## config.mk

```make
export PLATFORM = sky130hd
export DESIGN_NAME = nmea_gga_gsa_field_extractor_unit
export DESIGN_NICKNAME = d
export VERILOG_FILES = /design/src/ngfx_pkg.sv /design/src/nmea_gga_gsa_field_extractor_unit.sv
export VERILOG_INCLUDE_DIRS = /design/src /design/src/src
export SDC_FILE = /design/constraint.sdc
export NUM_CORES = 1
export LEC_CHECK = 0
export BUFFER_PORTS_ARGS = -buffer_cell sky130_fd_sc_hd__buf_2
export CAP_MARGIN = 15
export CORE_MARGIN = 2
export CORE_UTILIZATION = 40
export DETAILED_ROUTE_END_ITERATION = 6
export GPL_ROUTABILITY_DRIVEN = 0
export SYNTH_ARGS = -nofsm -noshare
export SYNTH_HDL_FRONTEND = slang
export SYNTH_SLANG_ARGS = --single-unit
```

## constraint.sdc

```tcl
create_clock -name aclk -period 14.5 [get_ports aclk]
set_input_delay 1.45 -clock aclk [delete_from_list [all_inputs] [get_ports aclk]]
set_output_delay 1.45 -clock aclk [all_outputs]
set_load 0.005 [all_outputs]
```

## src/nmea_gga_gsa_field_extractor_unit_assert.svh

```systemverilog
// Assertion macros for the NMEA field extractor.
`ifndef NMEA_GGA_GSA_FIELD_EXTRACTOR_UNIT_ASSERT_SVH
`define NMEA_GGA_GSA_FIELD_EXTRACTOR_UNIT_ASSERT_SVH

`ifndef SYNTH
// Same-cycle implication, checked outside reset.
`define NGFX_ASSERT_NOW(lbl, clk, rst_n, ante, cons) \
    lbl: assert property (@(posedge clk) disable iff (!(rst_n)) (ante) |-> (cons)) \
        else $error("NMEA extractor check failed");
// Next-cycle implication, checked outside reset.
`define NGFX_ASSERT_NEXT(lbl, clk, rst_n, ante, cons) \
    lbl: assert property (@(posedge clk) disable iff (!(rst_n)) (ante) |=> (cons)) \
        else $error("NMEA extractor check failed");
`else
`define NGFX_ASSERT_NOW(lbl, clk, rst_n, ante, cons)
`define NGFX_ASSERT_NEXT(lbl, clk, rst_n, ante, cons)
`endif

`endif

```

## src/ngfx_pkg.sv

```systemverilog
`default_nettype none

package ngfx_pkg;

    localparam logic [7:0] CHAR_NEWLINE = 8'h0A;
    localparam logic [7:0] CHAR_DOLLAR  = 8'h24;
    localparam logic [7:0] CHAR_COMMA   = 8'h2C;
    localparam logic [7:0] CHAR_G       = 8'h47;
    localparam logic [7:0] CHAR_P       = 8'h50;
    localparam logic [7:0] CHAR_S       = 8'h53;
    localparam logic [7:0] CHAR_A       = 8'h41;
    localparam logic [7:0] DIGIT_BIAS   = 8'h30;

    localparam logic [7:0] FIELD_TIME      = 8'd1;
    localparam logic [7:0] FIELD_AFTER_TIME = 8'd2;
    localparam logic [7:0] FIELD_SATS      = 8'd7;
    localparam logic [7:0] FIELD_AFTER_SATS = 8'd8;
    localparam logic [7:0] FIELD_FIX       = 8'd2;

    localparam logic [3:0] CHAR_INDEX_MAX = 4'd15;
    localparam logic [7:0] LOCK_NONE      = 8'd1;

    typedef enum logic [1:0] {
        KIND_TIME      = 2'd0,
        KIND_TIME_NOLOCK = 2'd1,
        KIND_SATS      = 2'd2,
        KIND_LOCK      = 2'd3
    } result_kind_t;

endpackage

`default_nettype wire

```

## src/nmea_gga_gsa_field_extractor_unit.sv

```systemverilog
// A byte accepted on s_* is held in the input register; its result (if any) is then registered on m_*.
// Throughput: one byte per cycle while m_ready is high; the input register takes a new byte
// while the result register is held, so the stream only stops when both are full and m_ready is low.
// Reset (aresetn low, synchronous): sentence state idle, field count and character
// index zero, character store cleared to zero, lock value one, both stages empty.
`default_nettype none

`include "nmea_gga_gsa_field_extractor_unit_assert.svh"

module nmea_gga_gsa_field_extractor_unit #(
    parameter int STORE_DEPTH = 9
) (
    input  wire logic        aclk,
    input  wire logic        aresetn,
    input  wire logic        s_valid,
    output logic             s_ready,
    input  wire logic [7:0]  s_rx_byte,
    output logic             m_valid,
    input  wire logic        m_ready,
    output logic [1:0]       m_result_kind,
    output logic [47:0]      m_time_chars,
    output logic [15:0]      m_sat_chars,
    output logic [1:0]       m_lock_state
);

    localparam int IDX_W = $clog2(STORE_DEPTH);
    localparam logic [4:0] DEPTH_L = 5'(STORE_DEPTH);

    typedef enum logic [1:0] {
        ST_IDLE = 2'd0,
        ST_CMD  = 2'd1,
        ST_GGA  = 2'd2,
        ST_GSA  = 2'd3
    } sent_state_t;

    sent_state_t sent_state_reg, sent_state_next;
    logic [7:0]  field_count_reg, field_count_next;
    logic [3:0]  char_index_reg, char_index_next;
    logic [7:0]  lock_value_reg, lock_value_next;
    logic [7:0]  store_reg [STORE_DEPTH];

    logic        in_valid_reg;
    logic [7:0]  in_byte_reg;
    logic        out_valid_reg;
    logic [1:0]  out_kind_reg;
    logic [47:0] out_time_reg;
    logic [15:0] out_sat_reg;
    logic [1:0]  out_lock_reg;

    logic        adv;
    logic        wr_en;
    logic        res_valid;
    logic [1:0]  res_kind;
    logic [47:0] res_time;
    logic [15:0] res_sat;
    logic [1:0]  res_lock;
    logic [47:0] time_now;

    assign adv     = in_valid_reg && (!out_valid_reg || m_ready);
    assign s_ready = !in_valid_reg || adv;

    assign m_valid       = out_valid_reg;
    assign m_result_kind = out_kind_reg;
    assign m_time_chars  = out_time_reg;
    assign m_sat_chars   = out_sat_reg;
    assign m_lock_state  = out_lock_reg;

    assign time_now = {store_reg[0], store_reg[1], store_reg[2],
                       store_reg[3], store_reg[4], store_reg[5]};

    always_comb begin
        sent_state_next  = sent_state_reg;
        field_count_next = field_count_reg;
        char_index_next  = char_index_reg;
        lock_value_next  = lock_value_reg;
        wr_en     = 1'b0;
        res_valid = 1'b0;
        res_kind  = ngfx_pkg::KIND_TIME;
        res_time  = '0;
        res_sat   = '0;
        res_lock  = '0;

        if (in_byte_reg == ngfx_pkg::CHAR_NEWLINE) begin
            sent_state_next  = ST_IDLE;
            field_count_next = '0;
            char_index_next  = '0;
            lock_value_next  = ngfx_pkg::LOCK_NONE;
        end else if (in_byte_reg == ngfx_pkg::CHAR_DOLLAR) begin
            sent_state_next = ST_CMD;
        end else if (in_byte_reg == ngfx_pkg::CHAR_COMMA) begin
            field_count_next = field_count_reg + 8'd1;
            char_index_next  = '0;
            if (sent_state_reg == ST_CMD) begin
                // Only commands that begin GPGGA or GPGSA are followed; others drop to idle.
                if (store_reg[0] == ngfx_pkg::CHAR_G && store_reg[1] == ngfx_pkg::CHAR_P &&
                    store_reg[2] == ngfx_pkg::CHAR_G && store_reg[4] == ngfx_pkg::CHAR_A &&
                    store_reg[3] == ngfx_pkg::CHAR_G) begin
                    sent_state_next = ST_GGA;
                end else if (store_reg[0] == ngfx_pkg::CHAR_G &&
                             store_reg[1] == ngfx_pkg::CHAR_P &&
                             store_reg[2] == ngfx_pkg::CHAR_G &&
                             store_reg[4] == ngfx_pkg::CHAR_A &&
                             store_reg[3] == ngfx_pkg::CHAR_S) begin
                    sent_state_next = ST_GSA;
                end else begin
                    sent_state_next = ST_IDLE;
                end
            end else if (sent_state_reg == ST_GGA && lock_value_reg == ngfx_pkg::LOCK_NONE &&
                         field_count_next == ngfx_pkg::FIELD_AFTER_TIME &&
                         store_reg[0] != ngfx_pkg::CHAR_G) begin
                res_valid = 1'b1;
                res_kind  = ngfx_pkg::KIND_TIME_NOLOCK;
                res_time  = time_now;
            end
        end else if (sent_state_reg == ST_CMD ||
                     (sent_state_reg == ST_GGA &&
                      (field_count_reg == ngfx_pkg::FIELD_TIME ||
                       field_count_reg == ngfx_pkg::FIELD_SATS))) begin
            wr_en = ({1'b0, char_index_reg} < DEPTH_L);
            if (char_index_reg < ngfx_pkg::CHAR_INDEX_MAX) begin
                char_index_next = char_index_reg + 4'd1;
            end
        end else if (sent_state_reg == ST_GGA) begin
            if (field_count_reg == ngfx_pkg::FIELD_AFTER_TIME) begin
                res_valid = 1'b1;
                res_kind  = ngfx_pkg::KIND_TIME;
                res_time  = time_now;
            end else if (field_count_reg == ngfx_pkg::FIELD_AFTER_SATS) begin
                res_valid = 1'b1;
                res_kind  = ngfx_pkg::KIND_SATS;
                res_sat   = {store_reg[0], store_reg[1]};
            end
        end else if (sent_state_reg == ST_GSA && field_count_reg == ngfx_pkg::FIELD_FIX) begin
            lock_value_next = in_byte_reg - ngfx_pkg::DIGIT_BIAS;
            // A fix digit outside 1..3 is kept but not reported.
            if (lock_value_next[7:2] == 6'd0 && lock_value_next[1:0] != 2'd0) begin
                res_valid = 1'b1;
                res_kind  = ngfx_pkg::KIND_LOCK;
                res_lock  = lock_value_next[1:0];
            end
        end
    end

    always_ff @(posedge aclk) begin
        if (!aresetn) begin
            sent_state_reg  <= ST_IDLE;
            field_count_reg <= '0;
            char_index_reg  <= '0;
            lock_value_reg  <= ngfx_pkg::LOCK_NONE;
            for (int i = 0; i < STORE_DEPTH; i++) begin
                store_reg[i] <= '0;
            end
            in_valid_reg  <= 1'b0;
            out_valid_reg <= 1'b0;
        end else begin
            if (s_valid && s_ready) begin
                in_valid_reg <= 1'b1;
                in_byte_reg  <= s_rx_byte;
            end else if (adv) begin
                in_valid_reg <= 1'b0;
            end

            if (m_ready) begin
                out_valid_reg <= 1'b0;
            end

            if (adv) begin
                sent_state_reg  <= sent_state_next;
                field_count_reg <= field_count_next;
                char_index_reg  <= char_index_next;
                lock_value_reg  <= lock_value_next;
                if (wr_en) begin
                    store_reg[char_index_reg[IDX_W-1:0]] <= in_byte_reg;
                end
                if (res_valid) begin
                    out_valid_reg <= 1'b1;
                    out_kind_reg  <= res_kind;
                    out_time_reg  <= res_time;
                    out_sat_reg   <= res_sat;
                    out_lock_reg  <= res_lock;
                end
            end
        end
    end

    `NGFX_ASSERT_NOW(a_lock_kind_has_value, aclk, aresetn, m_valid && m_result_kind == ngfx_pkg::KIND_LOCK, m_lock_state != 2'd0)
    `NGFX_ASSERT_NOW(a_other_kind_no_lock, aclk, aresetn, m_valid && m_result_kind != ngfx_pkg::KIND_LOCK, m_lock_state == 2'd0)
    `NGFX_ASSERT_NEXT(a_newline_clears, aclk, aresetn, adv && in_byte_reg == ngfx_pkg::CHAR_NEWLINE, sent_state_reg == ST_IDLE && field_count_reg == 8'd0 && char_index_reg == 4'd0)
    `NGFX_ASSERT_NOW(a_stall_only_on_full, aclk, aresetn, !s_ready, in_valid_reg && out_valid_reg && !m_ready)

endmodule

`default_nettype wire

```

# Word level (Yosys, flattened, before mapping)
# Memory sizes are Yosys's and may differ from the RTL's.
# Index checks and enable logic that the tools add are counted.
# classes
n_addsub,3
magnitude_cmp,2
eq_ne,23
n_mux,63
bitwise,4
reduce_logical,38
# ops
cell,n
48-bit two-way mux,6
8-bit two-way mux,10
"8-bit by 7-bit equality test with 1-bit output, second input constant",6
1-bit two-way mux,28
2-bit two-way mux,13
4-bit two-way mux,6
"8-bit by 1-bit equality test with 1-bit output, second input constant",2
"8-bit by 2-bit equality test with 1-bit output, second input constant",2
"8-bit by 4-bit equality test with 1-bit output, second input constant",2
"8-bit by 6-bit equality test with 1-bit output, second input constant",2
7-bit OR reduction,2
1-bit logical AND,13
3-bit nonzero test,4
3-bit AND reduction,3
"8-bit by 1-bit adder with 8-bit output, second input constant",1
"8-bit by 3-bit equality test with 1-bit output, second input constant",1
"4-bit < comparator, second input constant",2
"2-bit != test, second input constant",4
"8-bit by 7-bit != test with 1-bit output, second input constant",1
2-bit nonzero test,4
8-bit OR reduction,1
"8-bit by 6-bit subtractor with 8-bit output, second input constant",1
6-bit zero test,1
6-bit AND reduction,1
other kinds (9),17
# totals
ff_bits,100
ram_bits,72
inputBits,12
memories,1
# memory_table
name,words,width,read_ports,rd_clocked_by_memory_dff,write_ports,line,text
store_reg,9,8,6,0,9,nmea_gga_gsa_field_extractor_unit.sv:40,logic [7:0] store_reg [STORE_DEPTH];

# Depth between registers and ports, before layout
# Gate-level depths: netlist (run 1).
# logic_depth
word_depth,14
mapped_depth,10
depth_no_buf,7

# Worst setup path before layout (run 1)
# OpenSTA, ideal clock, no wires.
# synth_timing
path_type,input to register
startpoint,in m_ready
endpoint,"reg out_lock_reg[0], in the netlist m_lock_state[0] (enable)"
t_arrival_ps,5835
required_ps,13984
slack_ps,8148
stages,7
n_path_buf,3
path_cell_list,nand2b_1 > nand2_1 > or3_1 > clkbuf_1 > clkbuf_1 > clkbuf_1 > a21oi_1
# synth_between
elab_chain_len,3
# synth_lines
element,line,text
"start, declared",nmea_gga_gsa_field_extractor_unit.sv:19,"input wire logic m_ready,"
1-bit logical OR,nmea_gga_gsa_field_extractor_unit.sv:59,assign adv = in_valid_reg && (!out_valid_reg || m_ready);
1-bit logical AND,nmea_gga_gsa_field_extractor_unit.sv:59,
3-bit AND reduction (no line),n/a,
"end signal, assigned",nmea_gga_gsa_field_extractor_unit.sv:180,out_lock_reg <= res_lock;
"end, declared",nmea_gga_gsa_field_extractor_unit.sv:48,logic [1:0] out_lock_reg;
# No other way between the ends.
# A chain may end at the register's enable or synchronous reset.

# Worst setup path in the final report (run 1)
# layout_timing
startpoint,in aresetn
endpoint,"reg out_kind_reg[1], in the netlist m_result_kind[1] (enable)"
# layout_between
elab_chain_len,1
# layout_lines
element,line,text
"start, declared",nmea_gga_gsa_field_extractor_unit.sv:14,"input wire logic aresetn,"
3-bit AND reduction (no line),n/a,
"end signal, assigned",nmea_gga_gsa_field_extractor_unit.sv:177,out_kind_reg <= res_kind;
"end, declared",nmea_gga_gsa_field_extractor_unit.sv:45,logic [1:0] out_kind_reg;
# No other way between the ends.

==> results of run 1 <==
==> power groups by stage <==
stage | combinational, mW | sequential (mW) | clock (mW)
after global placement | 0.0165 | 0.482 | 0
after global routing | 0.0185 | 0.474 | 0.506
after CTS | 0.0170 | 0.473 | 0.489
final | 0.0170 | 0.473 | 0.484
after detailed placement | 0.0169 | 0.482 | 0
after floorplan | 0.0143 | 0.475 | 0
==> worst register-to-register path, stage by stage (launching register included) <==
cell,delay (ns)
edfxtp_1,0.48
clkinv_1,0.32
ha_1,0.31
and3b_1,0.26
a2111oi_0,0.63
and3_1,0.39
nor2_1,0.11
a21oi_4,0.52
buf_4,0.63
==> layer usage <==
metal | GRT usage, % | vias to the layer above
li1 | - | 2110
met1 | 23.1 | 2056
met2 | 26.1 | 146
met3 | 4.00 | 19
met4 | 5.32 | 0
met5 | 0 | -
==> worst max-delay path by stage <==
stage | startpoint | to | slack (ns) | cells past startpoint
4_1_cts | aresetn | m_result_kind[1] | 10.19 | 5
2_1_floorplan | m_ready | m_lock_state[0] | 8.15 | 7
3_5_place_dp | aresetn | m_result_kind[0] | 9.76 | 5
3_3_place_gp | aresetn | m_result_kind[0] | 9.85 | 5
5_1_grt | aresetn | m_time_chars[3] | 10.00 | 5
6_report | aresetn | m_result_kind[1] | 10.24 | 5
==> cell families after synthesis <==
group / after synthesis
multiplexers: 2
XOR/XNOR: 5
buffers and inverters: 47
AND/OR/NAND/NOR: 248
adder cells (fa/ha/maj): 12
AO/OA/AOI/OAI: 62
flip-flops: 148
==> placed cells by master, fill, tap and decap left out, types with 3 or more instances in the layout <==
master     Yosys  final
edfxtp_1     124    124
buf_2          0     82
and2_1        56     56
nor3b_1       28     28
dfxtp_1       24     24
nor3_1        21     21
nand3_1       21     21
o21ai_0       20     20
nor3b_2       19     19
nor2_1        17     17
clkbuf_16      0     17
nand2_1       16     16
inv_1         13     13
a21oi_1       14     13
nand4_1       12     12
ha_1          12     12
nor4b_1        7      7
nand2b_1       6      6
nor2b_1        6      6
nor4_1         6      6
o21a_1         7      6
or3_1          5      5
bufinv_16      0      5
clkinv_1       2      4
and3_1         4      4
and4_1         4      4
buf_4          2      4
nand4b_1       3      3
xnor2_1        3      3
==> metrics by stage <==
step	hold slack, ns	cells	cell area (um^2)	util, %
after floorplan	0.458	524	6720	-
after global placement	0.478	797	7300	44.2
after detailed placement	0.490	797	7300	44.2
after CTS	0.499	829	7960	48.2
after global routing	0.522	830	7960	48.2
final	0.496	830	7960	48.2
==> area by class of cell <==
| type | instances | area (um^2) |
|---|---|---|
| flip-flops and latches | 148 | 4200 |
| inverters | 15 | 56.3 |
| repair buffers | 86 | 440 |
| fillers | 1482 | 8560 |
| clock inverters | 15 | 228 |
| well taps | 220 | 275 |
| multi-input cells | 329 | 2330 |
| clock buffers | 17 | 425 |
==> results.yml, run 1 <==
setup_path:
  cpPeakStageDelay_ns: 0.78
  critPathKind: "in2reg"
  critPathBufInv: 3
  endpoint_kind: "flip-flop"
  r2r-start: "in_byte_reg[4]"
  path_delay_family: "buffers and inverters"
  r2r_cells: 8
  timing.rr.end: "m_result_kind[1]"
  arrival_ns: 4.31
  path_cells: "buf_2 -> inv_1 -> or3_1 -> a21oi_4 -> buf_4"
  critPathSlowestCell: "or3_1"
  cp-start-kind: "input pin"
  critPathRequiredTime_ns: 14.55
  path_max_fanout: 51
  reg2reg_slack_ns: 10.43
synthesis:
  synth_cell_types: 61
  synth_top_area_share_pct: 55.4
  syn_area_per_cell_um2: 12.8
  synth_xor_xnor_area_share_pct: 0.652
  synth-edff-count: 124
  synth-seq-area-share_pct: 62.6
  synth-async-reset-ratio_pct: 0
  yosys_warnings: 0
  synth_compound_area_share_pct: 6.20
  synth.top_cells.by_area: "edfxtp_1 (55%), dfxtp_1 (7.2%), and2_1 (5.2%)"
  synth_area_um2: 6720
  yosys.area_share.simple_pct: 24.9
  synthMuxAreaShare_pct: 0.317
  synth_top_family_by_area: "simple AND/OR/NAND/NOR gates"
  synthCells: 524
  yosysMostFrequentCell: "edfxtp_1"
  synth_adder_area_share_pct: 2.24
  synth_area_leader_cell: "edfxtp_1"
  yosys_register_bits: 148
  ys.flop_type: "edfxtp_1"
  syn_nets: 548
  yosys-top-cells-count: "edfxtp_1 (124), and2_1 (56), nor3b_1 (28), clkbuf_1 (26), dfxtp_1 (24)"
routing:
  drt-total-wl_um: 14400
  drt-initial-drc-count: 358
  drc: 0
  wl_met3_um: 801
  avgViaCountPerCell: 5.22
  antenna_left: 0
  vias: 4331
  dr.pass1.iters: 7
  top_layer: "met4"
  wl_met1_um: 6780
  wl_per_cell_um: 17.3
  dr_wl_met2_um: 6590
global_routing:
  grt_pass1_vias: 4214
  grt_overflow: 0
  grt_max_degree: 52
  antenna_found_initial: 0
  track_usage_pct: 16.7
  grt_pass1_wl_um: 22900
power_and_ir_drop:
  power_frac_clock_pct: 49.7
  power.leakage_nw: 2.90
  seq_power_share_pct: 48.6
  power.total_uw: 975
  ir_drop_mv: 0.0867
  intPower_uw: 778
  comb_power_share_pct: 1.7
  p_sw_uw: 197
  powerDensity_nw_per_um2: 122
  p_sw_share_pct: 20.2
outcome:
  status: "finished, final reports clean"
worst_hold_path:
  hold_depth: 2
  hold_end: "lock_value_reg[5]"
  min_from: "lock_value_reg[5]"
  hp-class: "reg2reg"
clock_tree:
  numCtsBuffers: 17
  post_cts_resized: 0
  cts.sinks: 148
  cts_tree: "built"
  path_clk_slew_ns: 0.06
  hold_buffers: 0
  clockBufferDepth: 2
  clock_latency_ns: 0.42
  cts_post_setup_buffers_inserted: 0
  cts-htree-levels: 4
  ctsRootBufferMaster: "clkbuf_16"
placed_design:
  port_buffers: 81
  preCtsSetupSlack_ns: 9.76
  place_hpwl_um: 9670
floorplan:
  start_util_pct: 40.6
  ios: 82
  die_w_um: 134
  die_y_um: 134
  rows: 47
  core_area_um2: 16500
  die_area_um2: 17800
timing:
  slew_violations: 0
  setup_viol: 0
  fin_tns_setup_ns: 0
  rsz0062_at_grt: "false"
  maxSlewHeadroom_pct: 27.0
  fin_crit_ns: 4.26
  postLayoutSetupSlackWorst_ns: 10.24
  finalHoldViolations: 0
  finClkSkew_ns: 0.00804
  fmax_ghz: 0.235
  fin_crit_sh_pct: 29.4
  worst_pin_slew_ns: 1.08
layout:
  drive_above_1_share_pct: 24.1
  area_growth_pct: 18.6
  final_nets: 621
  antenna-diode-count: 0
flow_run:
  drv_cap: 0
Note: power is estimated with default switching activity, not from simulation.
==> run 2: changes to the inputs <==
Clock period 14.5 ns to 3.9 ns, I/O delays scaled along.
==> run 2 against run 1 <==
Total power grew to 3.7 times the previous value. Via count rose by 1.4%. Clock power grew to 3.6 times the previous value. Combinational power increased to 4.5 times the previous value. Clock skew increased by 0.0010 ns. Global-route usage grew 0.45 points. Hold slack got worse by 0.36 ns. Die area unchanged. Worst setup slack got worse by 9.6 ns. Register-to-register slack got worse by 9.8 ns. Largest power group is now sequential cells.
==> results.yml, run 2 (synthesis results as in run 1) <==
global_routing:
  track_usage_pct: 17.1
  grtUsageMet2_pct: 26.8
  grt_overflow: 0
  antenna_found_initial: 0
  grt_pass1_vias: 4358
  grt_use_met3_pct: 4.26
  grt_pass1_wl_um: 23500
  grt_util_met1_pct: 23.1
  grt_max_degree: 51
  top_usage_layer: "met2"
setup_path:
  path_cells: "clkinv_1 -> ha_1 -> and3b_1 -> a2111oi_0 -> and3_1 -> nor2_1 -> a21oi_4 -> buf_4"
  endpoint_kind: "flip-flop"
  critPathBufInv: 2
  cp-start-kind: "flip-flop"
  critPathKind: "reg2reg"
  arrival_ns: 3.38
  cpPeakStageDelay_ns: 0.52
  path_delay_family: "compound AO/OA/AOI/OAI gates"
  path_max_fanout: 14
  critPathRequiredTime_ns: 4.02
  critPathSlowestCell: "a2111oi_0"
floorplan:
  rows: 47
  die_area_um2: 17800
  ios: 82
  die_w_um: 134
  core_area_um2: 16500
  die_y_um: 134
  start_util_pct: 40.6
layout:
  final_nets: 630
  final_cell_mix: "edfxtp_1 (124), buf_2 (81), and2_1 (56), nor3b_1 (28), dfxtp_1 (24)"
  antenna-diode-count: 0
  fill_cells: 1478
  fin_area_um2: 8020
  regArea_um2: 4200
  final_common_cell: "edfxtp_1"
  drive_above_1_share_pct: 25.4
  multi_input_area_um2: 2330
  area_growth_pct: 19.4
timing:
  hold_ws_ns: 0.138
  finClkSkew_ns: 0.00908
  fin_crit_sh_pct: 83.7
  rsz0062_at_grt: "false"
  slew_violations: 0
  postLayoutSetupSlackWorst_ns: 0.634
  finalHoldViolations: 0
  fin_tns_setup_ns: 0
  worst_pin_slew_ns: 0.924
  setup_viol: 0
  fmax_ghz: 0.306
  maxSlewHeadroom_pct: 38.0
  fin_crit_ns: 3.27
routing:
  drc: 0
  dr.pass1.iters: 5
  antenna_left: 0
  drt-initial-drc-count: 285
  avgViaCountPerCell: 5.23
  wl_per_cell_um: 17.1
  vias: 4392
  drt-total-wl_um: 14400
clock_tree:
  cts_tree: "built"
  ctsRootBufferMaster: "clkbuf_16"
  numCtsBuffers: 17
  post_cts_resized: 0
  clock_latency_ns: 0.43
  cts-htree-levels: 4
  path_clk_slew_ns: 0.06
  cts_post_setup_buffers_inserted: 0
  hold_buffers: 0
  cts.sinks: 148
  clockBufferDepth: 2
power_and_ir_drop:
  seq_power_share_pct: 49.2
  comb_power_share_pct: 2.1
  powerDensity_nw_per_um2: 444
  ir_drop_mv: 0.277
  p_sw_uw: 730
  power_frac_clock_pct: 48.7
  p_sw_share_pct: 20.5
  power.leakage_nw: 3.06
  intPower_mw: 2.83
worst_hold_path:
  hp-class: "in2reg"
outcome:
  status: "finished, final reports clean"
placed_design:
  place_hpwl_um: 9840
  preCtsSetupSlack_ns: 0.640
  port_buffers: 81
  place_area_um2: 7390
flow_run:
  drv_cap: 0
## run 2: changes by cell type in the layout (fill, tap and decap cells not counted), sizes merged
cell	previous run	this run
buf	86	95
clkinvlp	1	2
inv	17	16
clkinv	7	8
bufinv	5	4
## run 2: worst paths after layout
check	from	to	slack, ns	depth (start not counted)
worst min-delay path	s_rx_byte[5]	in_byte_reg[5]	0.14	1
worst min register to register	lock_value_reg[3]	lock_value_reg[3]	0.49	2
worst max register to register	in_byte_reg[4]	m_time_chars[24]	0.63	8
worst max-delay path	in_byte_reg[4]	m_time_chars[24]	0.63	8
## run 2: per-stage QoR
stage | power, mW | util [%] | instances
global placement | 1.86 | 44.7 | 807
CTS | 3.59 | 48.5 | 839
floorplan | 1.82 | - | 524
detailed placement | 1.86 | 44.7 | 807
finish | 3.56 | 48.5 | 839
global route | 3.66 | 48.5 | 839
## run 2: final cells by class
cell class | count | area share (%)
inverters | 15 | 0.702
repair buffers | 95 | 6.52
well taps | 220 | 3.43
multi-input cells | 329 | 29.1
clock inverters | 15 | 2.54
clock buffers | 17 | 5.30
flip-flops and latches | 148 | 52.4
## run 2: power groups by stage
stage	logic [mW]	clock network (mW)	registers, mW
2_1_floorplan	0.0533	0	1.77
3_3_place_gp	0.0746	0	1.78
3_5_place_dp	0.0752	0	1.78
4_1_cts	0.0756	1.76	1.75
5_1_grt	0.0837	1.82	1.75
6_report	0.0758	1.73	1.75
## run 2: routing by layer
layer  vias up  wire [um]  part of all wire, %
met1      2126       6660                   46
met4         0        218                  1.5
li1       2124          -                    -
met2       123       6780                   47
met3        19        713                  5.0
met5         -          0                    0
## run 2: worst register-to-register path, cell delays in order, from the launching register on
cell and delay [ns]:
edfxtp_1 0.42, clkinv_1 0.27, ha_1 0.31, and3b_1 0.26, a2111oi_0 0.52, and3_1 0.33
nor2_1 0.10, a21oi_4 0.42, buf_4 0.32
==> run 3: changes to the inputs <==
Settings changed: ABC_AREA from default to 1.
Clock period 3.9 ns to 3 ns, I/O delays scaled along.
==> run 3 against run 2 <==
Clock skew is 0.0064 ns higher. Non-clock buffer count is 2 lower. Synthesized area is 3.3% lower. Global-route usage is 0.83 points lower. Routed wire length is 5.7% lower. Sequential cell count stayed put. Count of clock-buffer cells in the layout stayed put. Via count is 6.4% higher. Synthesized cell count is 28% higher.
==> results.yml, run 3 <==
floorplan:
  rows: 46
  core_area_um2: 15900
  die_w_um: 131
  ios: 82
  start_util_pct: 40.9
  die_y_um: 131
  die_area_um2: 17300
clock_tree:
  cts_tree: "built"
  path_clk_slew_ns: 0.06
  clock_latency_ns: 0.42
  ctsRootBufferMaster: "clkbuf_16"
  cts_post_setup_buffers_inserted: 0
  cts-htree-levels: 4
  clockBufferDepth: 2
  hold_buffers: 0
  cts.sinks: 148
  numCtsBuffers: 17
synthesis:
  synth_top_area_share_pct: 57.3
  syn_nets: 694
  synth_area_leader_cell: "edfxtp_1"
  syn_area_per_cell_um2: 9.70
  yosysMostFrequentCell: "nor2_1"
  yosys_register_bits: 148
  synth-seq-area-share_pct: 64.7
  synthCells: 670
  synth_area_um2: 6500
  yosys-top-cells-count: "nor2_1 (176), nand2_1 (146), edfxtp_1 (124), inv_1 (68), nand3_1 (25)"
  ys.flop_type: "edfxtp_1"
  yosys_warnings: 0
  synth.top_cells.by_area: "edfxtp_1 (57%), nor2_1 (10%), nand2_1 (8.4%)"
  synth-edff-count: 124
  synth_cell_types: 27
  synth-async-reset-ratio_pct: 0
setup_path:
  arrival_ns: 2.78
  critPathKind: "reg2reg"
  r2r-start: "in_byte_reg[4]"
  endpoint_kind: "flip-flop"
  crit_start: "in_byte_reg[4]"
  path_max_fanout: 9
  cp-start-kind: "flip-flop"
  critPathRequiredTime_ns: 3.09
timing:
  slew_violations: 0
  fin_crit_sh_pct: 89.6
  worst_pin_slew_ns: 0.501
  fin_crit_ns: 2.69
  setup_viol: 0
  fin_tns_setup_ns: 0
  finClkSkew_ns: 0.0155
  fmax_ghz: 0.372
  finalHoldViolations: 0
  rsz0062_at_grt: "false"
  maxSlewHeadroom_pct: 66.6
routing:
  dr.pass1.iters: 4
  avgViaCountPerCell: 4.70
  drt-initial-drc-count: 392
  drc: 0
  drt-total-wl_um: 13600
  antenna_left: 0
  wl_per_cell_um: 13.6
  vias: 4671
worst_hold_path:
  min_from: "s_rx_byte[6]"
  hp-class: "in2reg"
layout:
  antenna-diode-count: 0
  final_nets: 788
  final_util_pct: 49.2
  final_cell_mix: "nor2_1 (175), nand2_1 (146), edfxtp_1 (124), buf_2 (81), inv_1 (67)"
  drive_above_1_share_pct: 18.0
  final_common_cell: "nor2_1"
  area_growth_pct: 20.4
flow_run:
  drv_cap: 0
global_routing:
  grt_pass1_wl_um: 22200
  grt_pass1_vias: 4543
  antenna_found_initial: 0
  track_usage_pct: 16.3
  grt_max_degree: 52
  grt_overflow: 0
power_and_ir_drop:
  power.leakage_nw: 2.98
  powerDensity_nw_per_um2: 573
  ir_drop_mv: 0.384
outcome:
  status: "finished, final reports clean"
placed_design:
  place_hpwl_um: 9740
  port_buffers: 81
==> run 3: cell count changes in the layout (fill, tap and decap cells not counted), sizes merged, moves of 9 or more <==
cell	before	now
and2	57	0
inv	16	73
nand2	16	148
nand3	21	30
nor2	18	179
nor3	22	13
nor3b	47	0
o21ai	21	11
==> run 3: final timing paths <==
kind	to	slack, ns	cells past startpoint
hold / removal	in_byte_reg[6]	0.05	1
hold reg to reg	lock_value_reg[7]	0.47	2
setup reg to reg	store_reg[0][0]	0.31	9
setup / recovery	store_reg[0][0]	0.31	9
==> run 3: worst max-delay path, stage by stage, from the launching register on <==
cell	delay [ns]
edfxtp_1	0.44
clkinvlp_4	0.26
ha_1	0.28
nand3_1	0.12
nor2_4	0.08
nor2_4	0.11
nand2_1	0.11
nor3_4	0.38
nand3_2	0.24
nand2_1	0.33
==> run 3: per-stage QoR <==
step / power, mW / hold WS (ns) / cell area (um^2) / setup WS (ns) / instances
final: 4.49 / 0.0504 / 7820 / 0.312 / 993
after global routing: 4.63 / 0.0365 / 7820 / 0.0561 / 993
after CTS: 4.52 / 0.0330 / 7820 / 0.221 / 993
after detailed placement: 2.39 / 0.448 / 7210 / 0.234 / 961
after global placement: 2.38 / 0.444 / 7210 / 0.342 / 961
after floorplan: 2.35 / 0.399 / 6500 / 0.293 / 670
==> run 3: layout make-up <==
cell class / count / area, um^2
clock buffer: 17 / 425
fill: 1472 / 8060
tap: 216 / 270
inverter: 71 / 274
timing repair buffer: 93 / 508
multi-input combinational: 433 / 1960
clock inverter: 15 / 179
sequential: 148 / 4200
==> run 3: where the power goes <==
| group | switching [mW] | internal [mW] |
|---|---|---|
| Combinational | 0.0653 | 0.0235 |
| Clock | 0.831 | 1.31 |
| Sequential | 0.0188 | 2.24 |
==> run 3: repair_timing <==
action / 4_1_cts / 5_1_grt
gates resized for setup: 0 / 1
setup endpoints to repair: 0 / 16
endpoints found under the hold margin: 0 / 0
==> run 3: kinds of logic (layout without fill, tap and decap cells) <==
family	count (synthesis)	after routing	synth area share, %
and+or+nand+nor	385	385	24.5
AOI/OAI and AO/OA	34	34	2.91
DFF	148	148	64.7
buffers and inverters	89	196	5.30
xor gates and xnor gates	2	2	0.270
adders and majority gates	12	12	2.31
==> run 3: layer usage <==
metal / up-vias / GRT usage, % / share of wire, %
li1: 2375 / - / -
met1: 2174 / 20.6 / 44
met2: 116 / 27.1 / 49
met3: 6 / 3.97 / 6.7
met4: 0 / 6.04 / 0.48
met5: - / 0 / 0
